`config.mk`:
```
export PLATFORM = sky130hd
export DESIGN_NAME = ffca_front
export DESIGN_NICKNAME = d
export VERILOG_FILES = /design/src/sv/assert_macros.svh /design/src/sv/ffca_pkg.sv /design/src/sv/ffca_front.sv
export SDC_FILE = /design/constraint.sdc
export NUM_CORES = 1
export LEC_CHECK = 0
export CORE_MARGIN = 10
export CORE_UTILIZATION = 55
export DETAILED_ROUTE_END_ITERATION = 8
export DONT_BUFFER_PORTS = 1
export GPL_ROUTABILITY_DRIVEN = 0
export PLACE_DENSITY = 0.66
export SYNTH_ARGS = -nofsm -noshare
export SYNTH_HDL_FRONTEND = slang
export SYNTH_SLANG_ARGS = --single-unit
```
`constraint.sdc`:
```
create_clock -name aclk -period 3.9 [get_ports aclk]
set_input_delay 0.78 -clock aclk [delete_from_list [all_inputs] [get_ports aclk]]
set_output_delay 0.78 -clock aclk [all_outputs]
set_load 0.02 [all_outputs]
```
`src/sv/assert_macros.svh`:
```
// Assertion macros shared by the allocator RTL.
// Depends on nothing; every user has aclk and aresetn in scope.
`ifndef ASSERT_MACROS_SVH
`define ASSERT_MACROS_SVH

// Property holds at every edge outside reset.
`define FFCA_ASSERT(lbl, prop, msg) \
    lbl: assert property (@(posedge aclk) disable iff (!aresetn) (prop)) else $error(msg);

// Condition implies a consequence in the next cycle.
`define FFCA_ASSERT_NEXT(lbl, cond, nxt, msg) \
    lbl: assert property (@(posedge aclk) disable iff (!aresetn) (cond) |=> (nxt)) \
        else $error(msg);

`endif

```
`src/sv/ffca_pkg.sv`:
```
// Shared types and constants of the first-fit allocator.
// Depends on nothing.
`default_nettype none

package ffca_pkg;

    localparam int NUM_CELLS   = 1024;
    localparam int MAX_OBJECTS = 256;
    localparam int CELL_AW     = $clog2(NUM_CELLS);
    localparam int CNT_W       = CELL_AW + 1;
    localparam int ID_W        = 8;
    localparam int QDEPTH      = 2;

    typedef enum logic [1:0] {
        CMD_ALLOC = 2'd0,
        CMD_FREE  = 2'd1,
        CMD_CLEAR = 2'd2,
        CMD_CLR3  = 2'd3
    } cmd_t;

    typedef enum logic [2:0] {
        ST_ALLOCATED = 3'd0,
        ST_PRESENT   = 3'd1,
        ST_NO_ROOM   = 3'd2,
        ST_FREED     = 3'd3,
        ST_UNKNOWN   = 3'd4,
        ST_CLEARED   = 3'd5
    } status_t;

    typedef enum logic [1:0] {
        OP_ALLOC,
        OP_FREE,
        OP_CLEAR,
        OP_NOROOM
    } op_t;

    typedef enum logic [2:0] {
        BK_INIT,
        BK_IDLE,
        BK_SCAN,
        BK_FREE_RD,
        BK_MARK,
        BK_RESP
    } bk_state_t;

    typedef struct packed {
        op_t             op;
        logic [ID_W-1:0] id;
        logic [CNT_W-1:0] len;
    } q_entry_t;

    typedef struct packed {
        logic     valid;
        q_entry_t entry;
    } front_to_back_t;

    typedef struct packed {
        logic pop;
        logic accept_ok;
    } back_to_front_t;

endpackage

`default_nettype wire

```
`src/sv/ffca_front.sv`:
```
// Front end: accepts commands, classifies them and queues them for the back end.
// Depends on ffca_pkg.
`default_nettype none

module ffca_front import ffca_pkg::*; (
    input  wire logic              aclk,
    input  wire logic              aresetn,
    input  wire logic              s_valid,
    output logic                   s_ready,
    input  wire logic [1:0]        s_command,
    input  wire logic [ID_W-1:0]   s_object_id,
    input  wire logic [CNT_W-1:0]  s_run_length,
    output front_to_back_t         to_back,
    input  wire back_to_front_t    from_back
);

    q_entry_t queue_reg [QDEPTH];
    logic     wr_ptr_reg, rd_ptr_reg;
    logic [1:0] count_reg;
    q_entry_t cls;
    logic     push;

    always_comb begin
        cls.id  = s_object_id;
        cls.len = s_run_length;
        unique case (cmd_t'(s_command))
            CMD_ALLOC: begin
                if (s_run_length == '0 || s_run_length > CNT_W'(NUM_CELLS)) begin
                    cls.op = OP_NOROOM;
                end else begin
                    cls.op = OP_ALLOC;
                end
            end
            CMD_FREE: cls.op = OP_FREE;
            default:  cls.op = OP_CLEAR;
        endcase
    end

    assign s_ready = (count_reg != 2'(QDEPTH)) && from_back.accept_ok;
    assign push    = s_valid && s_ready;

    assign to_back.valid = (count_reg != '0);
    assign to_back.entry = queue_reg[rd_ptr_reg];

    always_ff @(posedge aclk) begin
        if (push) begin
            queue_reg[wr_ptr_reg] <= cls;
        end
    end

    always_ff @(posedge aclk) begin
        if (!aresetn) begin
            wr_ptr_reg <= 1'b0;
            rd_ptr_reg <= 1'b0;
            count_reg  <= '0;
        end else begin
            if (push) wr_ptr_reg <= ~wr_ptr_reg;
            if (from_back.pop) rd_ptr_reg <= ~rd_ptr_reg;
            count_reg <= count_reg + 2'(push) - 2'(from_back.pop);
        end
    end

endmodule

`default_nettype wire

```
==> key figures <==
Drt
  – Drt first-iter violations: 54
  – Count of vias placed by the detailed router: 868
  – Total wirelength of the detailed-routed design: 3085 µm
  – Post-DR vias/cell: 5.529
  – Post-detailed-route wirelength per cell: 19.65 µm
  – Detailed-route DRC error count: 0
  – Routed Antenna Nets: 0
  – Number of optimization iterations in the first detailed-route pass: 4

Synth
  – Cell Area, Synth: 0.001853 mm²
  – Average footprint of a synthesized cell: 17.65 µm²
  – Sequential area share after synthesis: 0.7346
  – Synthesized net count: 133
  – Number of flops mapped to enable cells by yosys: 42
  – Ys flop type: edfxtp_1
  – Warnings from Yosys: 0
  – Async S/R FF share, synth: 0
  – Gate count of the mapped netlist: 105
  – Count of state elements after synthesis: 47
  – Cell variety after synth: 24

Critical path
  – Type of element capturing the critical path: primary output
  – Worst reg2reg setup slack: 2.03 ns
  – Largest delay share family, worst path: flip-flops
  – Largest driver fanout on the critical path: 21
  – Category of the worst setup path launch point: flip-flop
  – Highest cell delay on the worst timing path: 0.93 ns
  – Number of cell instances on the worst register-to-register path: 3
  – Startpoint of the most critical register-to-register path: count_reg[0]
  – Worst Path Buf+Inv: 0
  – Cell Chain, Critical Path: mux2_2
  – Critical path data arrival time: 1.76 ns
  – Type of the setup path with the least slack: flip-flop to primary output
  – Critical-path cell with the highest stage delay: dfxtp_1
  – Reg2Reg Capture Point: queue_reg[1][18]
  – Worst EP required: 3.12 ns

Floorplan
  – Core area: 0.003284 mm²
  – I/O Pins: 49
  – Vert. Die Dim: 78.05 µm
  – Floorplan row count: 21
  – Area enclosed by the die boundary: 0.006091 mm²
  – Initial core utilization: 0.5642
  – Horiz. Die Dim: 78.05 µm

Final layout
  – Antenna cell count: 0
  – Most frequent standard cell in the layout excluding fill and tap cells: edfxtp_1
  – Layout net count: 138
  – Fillers: 248
  – Area taken by flip-flops and latches: 0.001361 mm²
  – Largest register FFs: 42
  – Total area of multi-input combinational cells: 465.4 µm²
  – Most frequent cells in the layout: 42 x edfxtp_1, 20 x mux2_2
  – Fraction of layout cells with a size suffix above 1: 0.2973
  – Area added between synthesis and finish: 6.820%

Power and ir drop
  – Power density cells: 502.4 mW/mm²
  – Worst IR Drop VDD: 252.2 µV
  – Sum of internal, switching and leakage power: 0.9944 mW
  – Pleak: 0.6431 nW

Timing
  – Sum of negative setup slack: 0 ns
  – Final hold viol count: 0
  – Setup repair after global routing missed its margin: false
  – Final cycle utilization of the critical path: 0.6518
  – Max Fclk: 393.4 MHz
  – Slew at the pin closest to its max-slew limit: 1.086 ns
  – Clock period minus final worst setup slack: 2.542 ns
  – Count of endpoints failing setup in the final report: 0
  – Maximum clock skew at final layout: 0.01365 ns
  – Slew margin rel.: 0.2751
  – Slew Limit Fails: 0

Clock tree
  – H-tree levels: 2
  – Number of cells upsized or downsized after cts: 0
  – Clock input transition at the sequential cells of the worst setup and hold paths: 0.13 ns
  – Cts bufs inserted: 5
  – Largest buffer count on any clock path: 2
  – Post-cts hold buffer count: 0
  – Root cell of the clock tree: clkbuf_4
  – TritonCTS clock tree: yes
  – TritonCTS Sinks: 47
  – Post CTS Setup Buffer Count: 0
  – Clock Latency Late Sink: 0.35 ns

Min path
  – Worst min-delay path category: primary input to flip-flop
  – Worst Min Path Start: s_object_id[3]
  – Worst Hold End: queue_reg[1][14]
  – Worst Hold Path Cells: 0

Place
  – Port bufs: 0
  – Final HPWL DP: 2193 µm

Global route
  – Global-route wire length before repair: 4850 µm
  – Vias in the first global route: 984
  – Largest net degree at the start of global routing: 22
  – Overall routing resource usage: 0.1060
  – Antenna violations before repair: 0
  – Remaining global-route overflow: 0

Job
  – Max capacitance violation total: 0

Run status
  – Result of the run: finished, final reports clean
[cell families (layout without fill, tap and decap cells)]
logic type                 count (synthesis)  after routing  synth area share
muxes                                     21             21            0.1276
and+or+nand+nor                           19             19           0.06685
AOI/OAI and AO/OA                          6              6           0.02768
xor gates and xnor gates                   3              3           0.01418
adders and majority gates                  2              2           0.01350
buffers and inverters                      7             13           0.01553
DFF                                       47             47            0.7346
[layout make-up]
cell class,count,area share
Clock buffer,5,0.01896
Inverter,5,0.009482
Clock inverter,3,0.01960
Tap cell,46,0.02908
Sequential cell,47,0.6877
Multi-Input combinational cell,51,0.2351
[worst max-delay path by stage]
| stage | to | cells after the start |
|---|---|---|
| 2_1_floorplan | queue_reg[1][0] | 2 |
| 3_3_place_gp | to_back[18] | 1 |
| 3_5_place_dp | to_back[18] | 1 |
| 4_1_cts | to_back[10] | 1 |
| 5_1_grt | to_back[18] | 1 |
| 6_report | to_back[10] | 1 |
[power breakdown]
group	internal, mW	switching (mW)
sequential	0.583	0.0160
clock	0.132	0.140
combinational	0.0444	0.0789
[metal layers]
metal | global-route usage | wire (µm) | vias to the layer above
li1 | - | - | 407
met1 | 0.09879 | 1079 | 430
met2 | 0.1826 | 1658 | 29
met3 | 0.06606 | 327 | 2
met4 | 0.04301 | 19 | 0
met5 | 0 | 0 | -
[Yosys cell counts, types with 2 or more instances]
cell type / instances / share of area
mux2_2: 20 / 0.12
buf_2: 2 / 0.0054
dfxtp_1: 5 / 0.054
edfxtp_1: 42 / 0.68
nor2_1: 6 / 0.012
inv_1: 5 / 0.010
a21oi_1: 2 / 0.0054
nand4_1: 2 / 0.0068
nand3_1: 2 / 0.0054
and2_1: 2 / 0.0068
ha_1: 2 / 0.014
xnor2_1: 3 / 0.014
[through the flow]
stage	area (µm²)	setup WS (ns)	hold WS [ns]	instances	util
floorplan	1853	1.722	0.4799	105	-
global placement	1903	1.685	0.4964	149	0.5794
detailed placement	1903	1.677	0.5013	149	0.5794
CTS	1979	1.246	0.4943	157	0.6027
global route	1979	1.170	0.4666	157	0.6027
finish	1979	1.358	0.5139	157	0.6027
(Power assumes the default switching activity.)
